`config.mk`:
```
export PLATFORM = sky130hd
export DESIGN_NAME = des_key_schedule_top
export DESIGN_NICKNAME = d
export VERILOG_FILES = /design/src/hdl/dks_pkg.sv /design/src/hdl/dks_fifo.sv /design/src/hdl/dks_front.sv /design/src/hdl/dks_back.sv /design/src/hdl/des_key_schedule_top.sv
export SDC_FILE = /design/constraint.sdc
export NUM_CORES = 1
export LEC_CHECK = 0
export BUFFER_PORTS_ARGS = -buffer_cell sky130_fd_sc_hd__buf_2
export CORE_ASPECT_RATIO = 0.5
export CORE_MARGIN = 2
export CORE_UTILIZATION = 59
export DETAILED_ROUTE_END_ITERATION = 6
export GPL_TIMING_DRIVEN = 0
export PLACE_DENSITY = 0.79
export SYNTH_ARGS = -nofsm -noshare
export SYNTH_HDL_FRONTEND = slang
export SYNTH_HIERARCHICAL = 1
export SYNTH_SLANG_ARGS = --single-unit
```
`constraint.sdc`:
```
create_clock -name clk -period 5.1 [get_ports clk]
set_input_delay 0 -clock clk [delete_from_list [all_inputs] [get_ports clk]]
set_output_delay 0 -clock clk [all_outputs]
set_load 0.05 [all_outputs]
```
`src/hdl/dks_pkg.sv`:
```
// Shared types, constants and bit-selection functions for the DES key schedule.
// Depends on nothing; used by every module under hdl/ except dks_checker.
package dks_pkg;

    localparam int KEY_W    = 64;
    localparam int HALF_W   = 28;
    localparam int CD_W     = 56;
    localparam int SUBKEY_W = 48;
    localparam int ROUND_W  = 4;
    localparam int PC1_N    = 56;
    localparam int PC2_N    = 48;

    localparam logic [ROUND_W-1:0] ROUND_FIRST = 4'd0;
    localparam logic [ROUND_W-1:0] ROUND_LAST  = 4'd15;

    typedef logic [HALF_W-1:0]   half_t;
    typedef logic [ROUND_W-1:0]  round_t;
    typedef logic [SUBKEY_W-1:0] subkey_t;

    // C and D halves as they leave PC-1
    typedef struct packed {
        half_t c;
        half_t d;
    } cd_t;

    // One subkey transfer on the result side
    typedef struct packed {
        round_t  round;
        subkey_t subkey;
        logic    last;
    } result_t;

    // Fill status of a queue
    typedef struct packed {
        logic full;
        logic empty;
    } q_status_t;

    // Bit positions, 1 = MSB of the source word
    localparam byte unsigned PC1_TAB [PC1_N] = '{
        57, 49, 41, 33, 25, 17,  9,  1, 58, 50, 42, 34, 26, 18,
        10,  2, 59, 51, 43, 35, 27, 19, 11,  3, 60, 52, 44, 36,
        63, 55, 47, 39, 31, 23, 15,  7, 62, 54, 46, 38, 30, 22,
        14,  6, 61, 53, 45, 37, 29, 21, 13,  5, 28, 20, 12,  4
    };

    localparam byte unsigned PC2_TAB [PC2_N] = '{
        14, 17, 11, 24,  1,  5,  3, 28, 15,  6, 21, 10,
        23, 19, 12,  4, 26,  8, 16,  7, 27, 20, 13,  2,
        41, 52, 31, 37, 47, 55, 30, 40, 51, 45, 33, 48,
        44, 49, 39, 56, 34, 53, 46, 42, 50, 36, 29, 32
    };

    function automatic cd_t pc1(input logic [KEY_W-1:0] key);
        logic [CD_W-1:0] acc;
        acc = '0;
        for (int i = 0; i < PC1_N; i++) begin
            acc[PC1_N-1-i] = key[KEY_W-int'(PC1_TAB[i])];
        end
        return cd_t'(acc);
    endfunction

    function automatic subkey_t pc2(input logic [CD_W-1:0] cd);
        subkey_t acc;
        acc = '0;
        for (int i = 0; i < PC2_N; i++) begin
            acc[PC2_N-1-i] = cd[CD_W-int'(PC2_TAB[i])];
        end
        return acc;
    endfunction

    // Rounds 0, 1, 8 and 15 shift by one, all others by two
    function automatic logic shift_two(input round_t r);
        return !(r inside {4'd0, 4'd1, 4'd8, 4'd15});
    endfunction

    function automatic half_t rotate_half(input half_t h, input logic two);
        return two ? {h[HALF_W-3:0], h[HALF_W-1:HALF_W-2]}
                   : {h[HALF_W-2:0], h[HALF_W-1]};
    endfunction

endpackage

```
`src/hdl/dks_fifo.sv`:
```
// Small first-in first-out queue of generic width and depth, flop based.
// Depends on dks_pkg (q_status_t).
module dks_fifo #(
    parameter int WIDTH = 8,
    parameter int DEPTH = 2
) (
    input  logic             clk,
    input  logic             rst_n,
    input  logic             wr_en,
    input  logic [WIDTH-1:0] wr_data,
    input  logic             rd_en,
    output logic [WIDTH-1:0] rd_data,
    output dks_pkg::q_status_t status
);

    localparam int PTR_W = (DEPTH > 1) ? $clog2(DEPTH) : 1;
    localparam int CNT_W = $clog2(DEPTH + 1);
    localparam logic [PTR_W-1:0] PTR_LAST = PTR_W'(DEPTH - 1);
    localparam logic [CNT_W-1:0] CNT_FULL = CNT_W'(DEPTH);

    logic [WIDTH-1:0] mem_reg [DEPTH];
    logic [PTR_W-1:0] wr_ptr_reg, wr_ptr_next;
    logic [PTR_W-1:0] rd_ptr_reg, rd_ptr_next;
    logic [CNT_W-1:0] count_reg, count_next;
    logic             do_wr, do_rd;

    assign status.full  = (count_reg == CNT_FULL);
    assign status.empty = (count_reg == '0);
    assign do_wr   = wr_en && !status.full;
    assign do_rd   = rd_en && !status.empty;
    assign rd_data = mem_reg[rd_ptr_reg];

    always_comb
    begin
        wr_ptr_next = wr_ptr_reg;
        rd_ptr_next = rd_ptr_reg;
        count_next  = count_reg;
        if (do_wr)
        begin
            wr_ptr_next = (wr_ptr_reg == PTR_LAST) ? '0 : wr_ptr_reg + 1'b1;
        end
        if (do_rd)
        begin
            rd_ptr_next = (rd_ptr_reg == PTR_LAST) ? '0 : rd_ptr_reg + 1'b1;
        end
        if (do_wr && !do_rd)
        begin
            count_next = count_reg + 1'b1;
        end
        else if (do_rd && !do_wr)
        begin
            count_next = count_reg - 1'b1;
        end
    end

    always_ff @(posedge clk or negedge rst_n)
    begin
        if (!rst_n)
        begin
            wr_ptr_reg <= '0;
            rd_ptr_reg <= '0;
            count_reg  <= '0;
        end
        else
        begin
            wr_ptr_reg <= wr_ptr_next;
            rd_ptr_reg <= rd_ptr_next;
            count_reg  <= count_next;
        end
    end

    always_ff @(posedge clk)
    begin
        if (do_wr)
        begin
            mem_reg[wr_ptr_reg] <= wr_data;
        end
    end

endmodule

```
`src/hdl/dks_front.sv`:
```
// Key intake: registers PC-1 of each accepted key and hands C/D to the queue.
// Depends on dks_pkg (pc1, cd_t).
module dks_front (
    input  logic                          clk,
    input  logic                          rst_n,
    input  logic                          push,
    input  logic [dks_pkg::KEY_W-1:0]     key,
    output logic                          full,
    output logic                          cd_valid,
    output dks_pkg::cd_t                  cd,
    input  logic                          cd_full
);

    logic         valid_reg, valid_next;
    dks_pkg::cd_t cd_reg;
    logic         take, hand_off;

    assign hand_off = valid_reg && !cd_full;
    assign full     = valid_reg && cd_full;
    assign take     = push && !full;
    assign cd_valid = valid_reg;
    assign cd       = cd_reg;

    always_comb
    begin
        valid_next = valid_reg;
        if (take)
        begin
            valid_next = 1'b1;
        end
        else if (hand_off)
        begin
            valid_next = 1'b0;
        end
    end

    always_ff @(posedge clk or negedge rst_n)
    begin
        if (!rst_n)
        begin
            valid_reg <= 1'b0;
        end
        else
        begin
            valid_reg <= valid_next;
        end
    end

    always_ff @(posedge clk)
    begin
        if (take)
        begin
            cd_reg <= dks_pkg::pc1(key);
        end
    end

endmodule

```
`src/hdl/dks_back.sv`:
```
// Round sequencer: rotates C/D once per round and forms each subkey via PC-2.
// Depends on dks_pkg (pc2, shift_two, rotate_half, cd_t, result_t).
module dks_back (
    input  logic               clk,
    input  logic               rst_n,
    input  dks_pkg::cd_t       cd,
    input  dks_pkg::q_status_t cd_status,
    output logic               cd_pop,
    output logic               res_push,
    output dks_pkg::result_t   res,
    input  dks_pkg::q_status_t res_status
);

    logic            busy_reg, busy_next;
    dks_pkg::round_t round_reg, round_next;
    dks_pkg::half_t  c_reg, c_next, d_reg, d_next;
    dks_pkg::half_t  c_rot, d_rot;
    logic            two, emit, done, load;

    assign two   = dks_pkg::shift_two(round_reg);
    assign c_rot = dks_pkg::rotate_half(c_reg, two);
    assign d_rot = dks_pkg::rotate_half(d_reg, two);

    assign emit   = busy_reg && !res_status.full;
    assign done   = emit && (round_reg == dks_pkg::ROUND_LAST);
    assign load   = !cd_status.empty && (!busy_reg || done);
    assign cd_pop = load;

    assign res_push   = emit;
    assign res.round  = round_reg;
    assign res.subkey = dks_pkg::pc2({c_rot, d_rot});
    assign res.last   = (round_reg == dks_pkg::ROUND_LAST);

    always_comb
    begin
        busy_next  = busy_reg;
        round_next = round_reg;
        c_next     = c_reg;
        d_next     = d_reg;
        if (emit)
        begin
            c_next     = c_rot;
            d_next     = d_rot;
            round_next = round_reg + 1'b1;
            if (done)
            begin
                busy_next = 1'b0;
            end
        end
        if (load)
        begin
            busy_next  = 1'b1;
            round_next = dks_pkg::ROUND_FIRST;
            c_next     = cd.c;
            d_next     = cd.d;
        end
    end

    always_ff @(posedge clk or negedge rst_n)
    begin
        if (!rst_n)
        begin
            busy_reg  <= 1'b0;
            round_reg <= dks_pkg::ROUND_FIRST;
        end
        else
        begin
            busy_reg  <= busy_next;
            round_reg <= round_next;
        end
    end

    always_ff @(posedge clk)
    begin
        c_reg <= c_next;
        d_reg <= d_next;
    end

endmodule

```
`src/hdl/des_key_schedule_top.sv`:
```
// Top level of the DES key schedule: intake, C/D queue, round sequencer, result queue.
// Depends on dks_pkg, dks_front, dks_fifo, dks_back.
//
//  Channel   Dir   Handshake           Payload
//  -------   ---   -----------------   ---------------------------------------
//  key       in    push / full         key[63:0]  (bit 1 = MSB, parity unused)
//  subkey    out   empty / pop         round[3:0], subkey[47:0], last
//
//  Timing: one key yields sixteen subkey transfers, one per cycle while the
//  result queue is not full; a new key is loaded in the same cycle as the
//  previous key's last round goes out, so the single rotate/PC-2 round unit
//  sets the key rate. From key transfer to first subkey on the ports, data
//  passes the PC-1 register, C/D queue, sequencer C/D registers and result queue.
//  Reset clears all control state; no clearing pass is needed.
//  A stalled result side fills the result queue, then holds the sequencer,
//  then the C/D queue and intake, and finally raises full.
module des_key_schedule_top #(
    parameter int CD_DEPTH  = 2,
    parameter int OUT_DEPTH = 2
) (
    input  logic        clk,
    input  logic        rst_n,
    input  logic        push,
    output logic        full,
    input  logic [63:0] key,
    output logic        empty,
    input  logic        pop,
    output logic [3:0]  round,
    output logic [47:0] subkey,
    output logic        last
);

    localparam int CD_BITS  = $bits(dks_pkg::cd_t);
    localparam int RES_BITS = $bits(dks_pkg::result_t);

    // intake -> C/D queue
    logic               front_valid;
    dks_pkg::cd_t       front_cd;
    dks_pkg::q_status_t cd_status;

    // C/D queue -> sequencer
    logic [CD_BITS-1:0] cd_rd_bits;
    logic               cd_pop;

    // sequencer -> result queue
    logic               res_push;
    dks_pkg::result_t   res_wr;
    dks_pkg::q_status_t res_status;
    logic [RES_BITS-1:0] res_rd_bits;
    dks_pkg::result_t   res_rd;

    dks_front u_front (
        .clk      (clk),
        .rst_n    (rst_n),
        .push     (push),
        .key      (key),
        .full     (full),
        .cd_valid (front_valid),
        .cd       (front_cd),
        .cd_full  (cd_status.full)
    );

    // Decouples intake from the sixteen-round sequence
    dks_fifo #(
        .WIDTH (CD_BITS),
        .DEPTH (CD_DEPTH)
    ) u_cd_fifo (
        .clk     (clk),
        .rst_n   (rst_n),
        .wr_en   (front_valid),
        .wr_data (front_cd),
        .rd_en   (cd_pop),
        .rd_data (cd_rd_bits),
        .status  (cd_status)
    );

    dks_back u_back (
        .clk        (clk),
        .rst_n      (rst_n),
        .cd         (dks_pkg::cd_t'(cd_rd_bits)),
        .cd_status  (cd_status),
        .cd_pop     (cd_pop),
        .res_push   (res_push),
        .res        (res_wr),
        .res_status (res_status)
    );

    // Result queue keeps the sequencer running while the consumer stalls
    dks_fifo #(
        .WIDTH (RES_BITS),
        .DEPTH (OUT_DEPTH)
    ) u_res_fifo (
        .clk     (clk),
        .rst_n   (rst_n),
        .wr_en   (res_push),
        .wr_data (res_wr),
        .rd_en   (pop),
        .rd_data (res_rd_bits),
        .status  (res_status)
    );

    assign res_rd = dks_pkg::result_t'(res_rd_bits);
    assign empty  = res_status.empty;
    assign round  = res_rd.round;
    assign subkey = res_rd.subkey;
    assign last   = res_rd.last;

endmodule

```
==> results of run 1 <==
==> layout by cell type, fill, tap and decap left out, drive strengths merged, types with 3 or more instances in the layout <==
cell type,instances
edfxtp,330
mux2,205
buf,144
dlygate4sd3,60
clkbuf,39
clkinv,18
nand2,14
dfrtp,14
nor2,12
o21ai,10
mux2i,8
inv,7
xnor2,7
xor2,6
ha,5
nand2b,4
bufinv,3
and3,3
==> logic make-up (layout without fill, tap and decap cells) <==
logic type / Yosys count / after routing / synth area share, %
AO/OA/AOI/OAI: 14 / 14 / 0.621
XOR/XNOR: 13 / 13 / 0.819
adder cells (fa/ha/maj): 5 / 5 / 0.450
buffers and inverters: 33 / 271 / 2.11
flip-flops: 344 / 344 / 73.8
multiplexers: 213 / 213 / 21.0
AND/OR/NAND/NOR: 38 / 38 / 1.26
==> how the worst max path moves through the flow <==
stage	endpoint	slack [ps]	cells past startpoint
after detailed placement	u_cd_fifo/count_reg[1]	2120	11
final	u_cd_fifo/count_reg[1]	2060	11
after global placement	u_res_fifo/mem_reg[0][24]	-350	6
after CTS	u_cd_fifo/count_reg[1]	2110	11
after floorplan	u_res_fifo/mem_reg[0][0]	1350	6
after global routing	u_cd_fifo/count_reg[1]	1880	11
==> worst max-delay path, stage by stage (launching register included) <==
cell      delay (ps)
dfrtp_1          470
ha_1             260
nand4b_1         120
nand2_1          120
nand2b_1         190
inv_1            190
clkbuf_1         580
o21ai_0          330
ha_1             290
xor2_1           140
nor2_1           110
xor2_1           160
==> metal layers <==
layer / GRT usage (%) / up-vias
li1: - / 2995
met1: 27.8 / 3275
met2: 35.1 / 163
met3: 4.19 / 35
met4: 4.74 / 0
met5: 0 / -
==> stage by stage <==
step           setup WS, ps  std cells  hold slack, ps  utilization, %
6_report               2060       1205             150            72.3
2_1_floorplan          1350        660            -296               -
4_1_cts                2110       1205             120            72.3
3_3_place_gp           -346       1081           -92.0            64.7
5_1_grt                1880       1205             138            72.3
3_5_place_dp           2120       1089           -86.2            65.5
==> cell type report <==
class / instances / area, um^2 / share of cell area [%]
clock inverters: 21 / 169 / 1.02
flip-flops and latches: 344 / 10300 / 61.7
clock buffers: 35 / 791 / 4.76
plain buffers: 26 / 268 / 1.61
repair buffers: 182 / 1350 / 8.10
multi-input cells: 283 / 3380 / 20.3
inverters: 7 / 26.3 / 0.158
well taps: 307 / 384 / 2.31
==> results.cfg, run 1 <==
[setup_path]
r2r_cells = 11
r2r_end = u_cd_fifo/count_reg[1]
crit_arrival_ps = 3520
end_kind = register
cp_max_fo = 10
startpoint = u_back/round_reg[0]
critPathRequiredTime_ps = 5580
cp-start-kind = register
worstReg2RegStart = u_back/round_reg[0]
reg2reg_slack_ps = 2060
crit_type = register to register

[sta]
timing.final.crit_period_ps = 3040
hold_viol = 0
skew_ps = 18.6
max_freq_mhz = 329
max_slew.worst_pin.slew_ps = 862
rsz0062_at_grt = no
period_share_pct = 59.6
drv_slew = 0
slew_headroom_pct = 42.5
setup_viol = 0
setup_tns_ps = 0

[min_path]
hp-class = input port to register
whs_endpoint = u_front/cd[31]
min_from = key[4]
hold_path_depth = 2

[synth]
ys_ff_latch = 344
synth_top_cell_area_share_pct = 71.2
synth_flop_cell = edfxtp_1
synthesis.area_um2 = 13900
yosys_warnings = 6
syn_nets = 733
synth-seq-area-share_pct = 73.8
syn_inst = 660
yosys.area.top_type = edfxtp_1
synth.top_cells.by_count = edfxtp_1, mux2_4, mux2_2
synthTopCellsByArea = edfxtp_1, mux2_4, mux2_2, dfrtp_1, buf_6
syn_avg_cell_area_um2 = 21.1
postSynth.asyncResetShare_pct = 4.07
post-synth-top-count-cell = edfxtp_1
synth_cell_type_count = 31
synth_enable_flop_cells = 330

[global_routing]
grt_max_degree = 57
grt_pass1_vias = 6755
track_usage_pct = 20.6
grt_pass1_wl_um = 38500
gr-total-overflow = 0
antenna_found_initial = 0

[routing]
routed_wl_um = 25300
wl_met3_um = 1310
drt_pre_antenna_iters = 6
drc = 0
wl_per_cell_um = 21.0
wl_met2_um = 12600
wl_met1_um = 11000
vias = 6468
drtAntennaViolNets = 0
viasPerCell = 5.37
drt-initial-drc-count = 457
top_layer = met4

[clock_network]
cts_setup_buffers = 0
cts_buffers = 30
h-tree-depth = 1
cts_resized = 0
cts_sinks = 344
root_buffer = clkbuf_16
clk_latency_ps = 560
clk_path_buf_depth = 3
cts_hold_buf = 60
cts_tree = yes
clk_pin_slew_worst_paths_ps = 70

[placed_design]
io_buffers = 114
place_congestion = 0.743
dpl.hpwl_um = 15900
dpl_cell_area_um2 = 15100

[floorplanning]
die_h_um = 113
fp.dieW_um = 221
io_pins = 123
initial_core_util_pct = 60.5
rows = 39
core-area_um2 = 23000
die-area_um2 = 24900

[cells_and_area]
final_cell_area_um2 = 16600
syn_to_final_growth_pct = 19.5
layout-drive-gt1-share_pct = 44.1
antenna_cells = 0
fill_cells = 1352
largest_reg_flops = 112
layout.nets = 947

[flow_run]
drv_cap = 0

[run_status]
outcome = completed
Power of run 1 is not shown: default switching activity piles up to over one toggle a cycle in this logic, so the estimate is an artifact.
==> run 2: changes to the inputs <==
--- a/config.mk
+++ b/config.mk
@@ -5,6 +5,7 @@
 export SDC_FILE = /design/constraint.sdc
 export NUM_CORES = 1
 export LEC_CHECK = 0
+export ABC_AREA = 1
 export BUFFER_PORTS_ARGS = -buffer_cell sky130_fd_sc_hd__buf_2
 export CORE_ASPECT_RATIO = 0.5
 export CORE_MARGIN = 2
==> constraint.sdc (replaced) <==
create_clock -name clk -period 3.12 [get_ports clk]
set_input_delay 0 -clock clk [delete_from_list [all_inputs] [get_ports clk]]
set_output_delay 0 -clock clk [all_outputs]
set_load 0.05 [all_outputs]
==> run 2 against run 1 <==
  * Maximum frequency rose by 14%
  * Synthesized cell count rose by 83%
  * Register-to-register slack got worse by 1600 ps
  * Critical path type unchanged
  * Final cell count rose by 45%
==> results.cfg, run 2 <==
[synth]
syn_inst = 1207
post-synth-top-count-cell = nand2_1
ys_ff_latch = 344
postSynth.asyncResetShare_pct = 4.07
yosys.area.top_type = edfxtp_1
synth_enable_flop_cells = 330
yosys_warnings = 6
synthTopCellsByArea = edfxtp_1, nand2_1, nand3_1, dfrtp_1, and2_1
synth_cell_type_count = 26
synthesis.area_um2 = 14000
synth_flop_cell = edfxtp_1
syn_avg_cell_area_um2 = 11.6
synth.top_cells.by_count = nand2_1, edfxtp_1, nand3_1
syn_nets = 1280
synth_top_cell_area_share_pct = 70.7
synth-seq-area-share_pct = 73.2

[setup_path]
max_stage_delay_ps = 460
r2r_cells = 9
end_kind = register
r2r_end = u_back/d_reg[19]
crit_slowest_cell = dfrtp_1
timing.critical_path.buf_inv = 4
cp_max_fo = 30
critPathTopFamily = simple AND/OR/NAND/NOR gates
reg2reg_slack_ps = 450
worstReg2RegStart = u_res_fifo/count_reg[0]
crit_type = register to register
crit_chain = nor2_2 -> inv_1 -> nand4_1 -> nand2_1 -> nand2_2 -> buf_2 -> buf_2 -> nand2_2 -> buf_12
cp-start-kind = register
crit_arrival_ps = 2970
critPathRequiredTime_ps = 3420

[clock_network]
h-tree-depth = 1
cts_sinks = 344
cts_hold_buf = 60
clk_latency_ps = 560
root_buffer = clkbuf_16
cts_resized = 0
cts_tree = yes
cts_setup_buffers = 0
cts_buffers = 29
clk_pin_slew_worst_paths_ps = 70
clk_path_buf_depth = 3

[routing]
drt-initial-drc-count = 1085
viasPerCell = 5.31
drt_pre_antenna_iters = 5
vias = 9275
wl_per_cell_um = 17.1
drtAntennaViolNets = 0
routed_wl_um = 29900
drc = 0

[cells_and_area]
final_cell_area_um2 = 16700
layout.nets = 1491
layout_commonest_cell = nand2_1
final_cell_mix = nand2_1, edfxtp_1, buf_2
largest_reg_flops = 112
antenna_cells = 0
layout-drive-gt1-share_pct = 15.4
syn_to_final_growth_pct = 19.0

[sta]
setup_viol = 0
rsz0062_at_grt = no
max_slew.worst_pin.slew_ps = 925
setup_tns_ps = 0
fin_ws_ps = 454
timing.final.crit_period_ps = 2670
slew_headroom_pct = 38.2
period_share_pct = 85.4
skew_ps = 9.54
drv_slew = 0
hold_viol = 0
max_freq_mhz = 375

[min_path]
min_from = key[52]
whs_endpoint = u_front/cd[1]
hold_path_depth = 2
hp-class = input port to register

[placed_design]
place_congestion = 0.835
post-place-ws_ps = 496
dpl.hpwl_um = 20400
dpl_cell_area_um2 = 15100
io_buffers = 114

[run_status]
outcome = completed

[global_routing]
gr-total-overflow = 0
grt_pass1_wl_um = 46000
grt_pass1_vias = 8563
track_usage_pct = 24.1
antenna_found_initial = 0
grt_max_degree = 44

[floorplanning]
rows = 39
core-area_um2 = 23100
fp.dieW_um = 222
initial_core_util_pct = 60.7
die-area_um2 = 25100
die_h_um = 113
io_pins = 123

[flow_run]
drv_cap = 0
run 2: cell count changes in the layout (fill, tap and decap cells not counted), moves of 7 or more:
cell / previous run / this run
nand2_1: 14 / 527
mux2_4: 141 / 0
nand3_1: 0 / 116
inv_1: 7 / 78
mux2_2: 64 / 0
and2_1: 1 / 48
buf_2: 119 / 142
buf_4: 1 / 12
clkinv_1: 12 / 4
mux2i_1: 8 / 0
o21ai_0: 9 / 2
run 2: kinds of logic after synthesis:
| family | count (synthesis) | share of synthesized area (%) |
|---|---|---|
| simple gates | 712 | 21.2 |
| compound gates | 6 | 0.214 |
| xor+xnor | 3 | 0.188 |
| flops | 344 | 73.2 |
| buf+inv | 137 | 4.74 |
| fa+ha+maj | 5 | 0.446 |
run 2: layer usage:
metal  vias to the layer above  track usage (%)  wire length (um)
met5                         -                0                 0
met4                         0             4.01               518
met3                        48             3.95              2700
met2                       414             36.2             12900
met1                      4378             38.1             13800
li1                       4435                -                 -
run 2: final cells by class:
class	instances	area, um^2
Multi-Input combinational cell	726	3120
Sequential cell	344	10300
Clock buffer	38	769
Timing Repair Buffer	180	1290
Clock inverter	14	183
Fill cell	1480	6410
Buffer	53	347
Inverter	84	318
Tap cell	307	384
run 2: through the flow:
step | cells | hold slack [ps] | utilization (%)
after floorplan | 1207 | -296 | -
after global placement | 1628 | -71.3 | 64.9
after detailed placement | 1634 | -64.4 | 65.5
after CTS | 1746 | 130 | 72.2
after global routing | 1746 | 141 | 72.2
final | 1746 | 143 | 72.2
run 2: how the worst max path moves through the flow:
stage	startpoint	to	slack (ps)	cells after the start
after floorplan	u_res_fifo/count_reg[0]	u_back/c_reg[0]	280	8
after global placement	u_res_fifo/count_reg[0]	u_back/d_reg[10]	-540	8
after detailed placement	u_res_fifo/count_reg[0]	u_back/d_reg[16]	500	9
after CTS	u_res_fifo/count_reg[0]	u_back/d_reg[19]	470	9
after global routing	u_res_fifo/count_reg[0]	u_back/d_reg[19]	290	9
final	u_res_fifo/count_reg[0]	u_back/d_reg[19]	450	9
Power of run 2 is left out for the same reason.
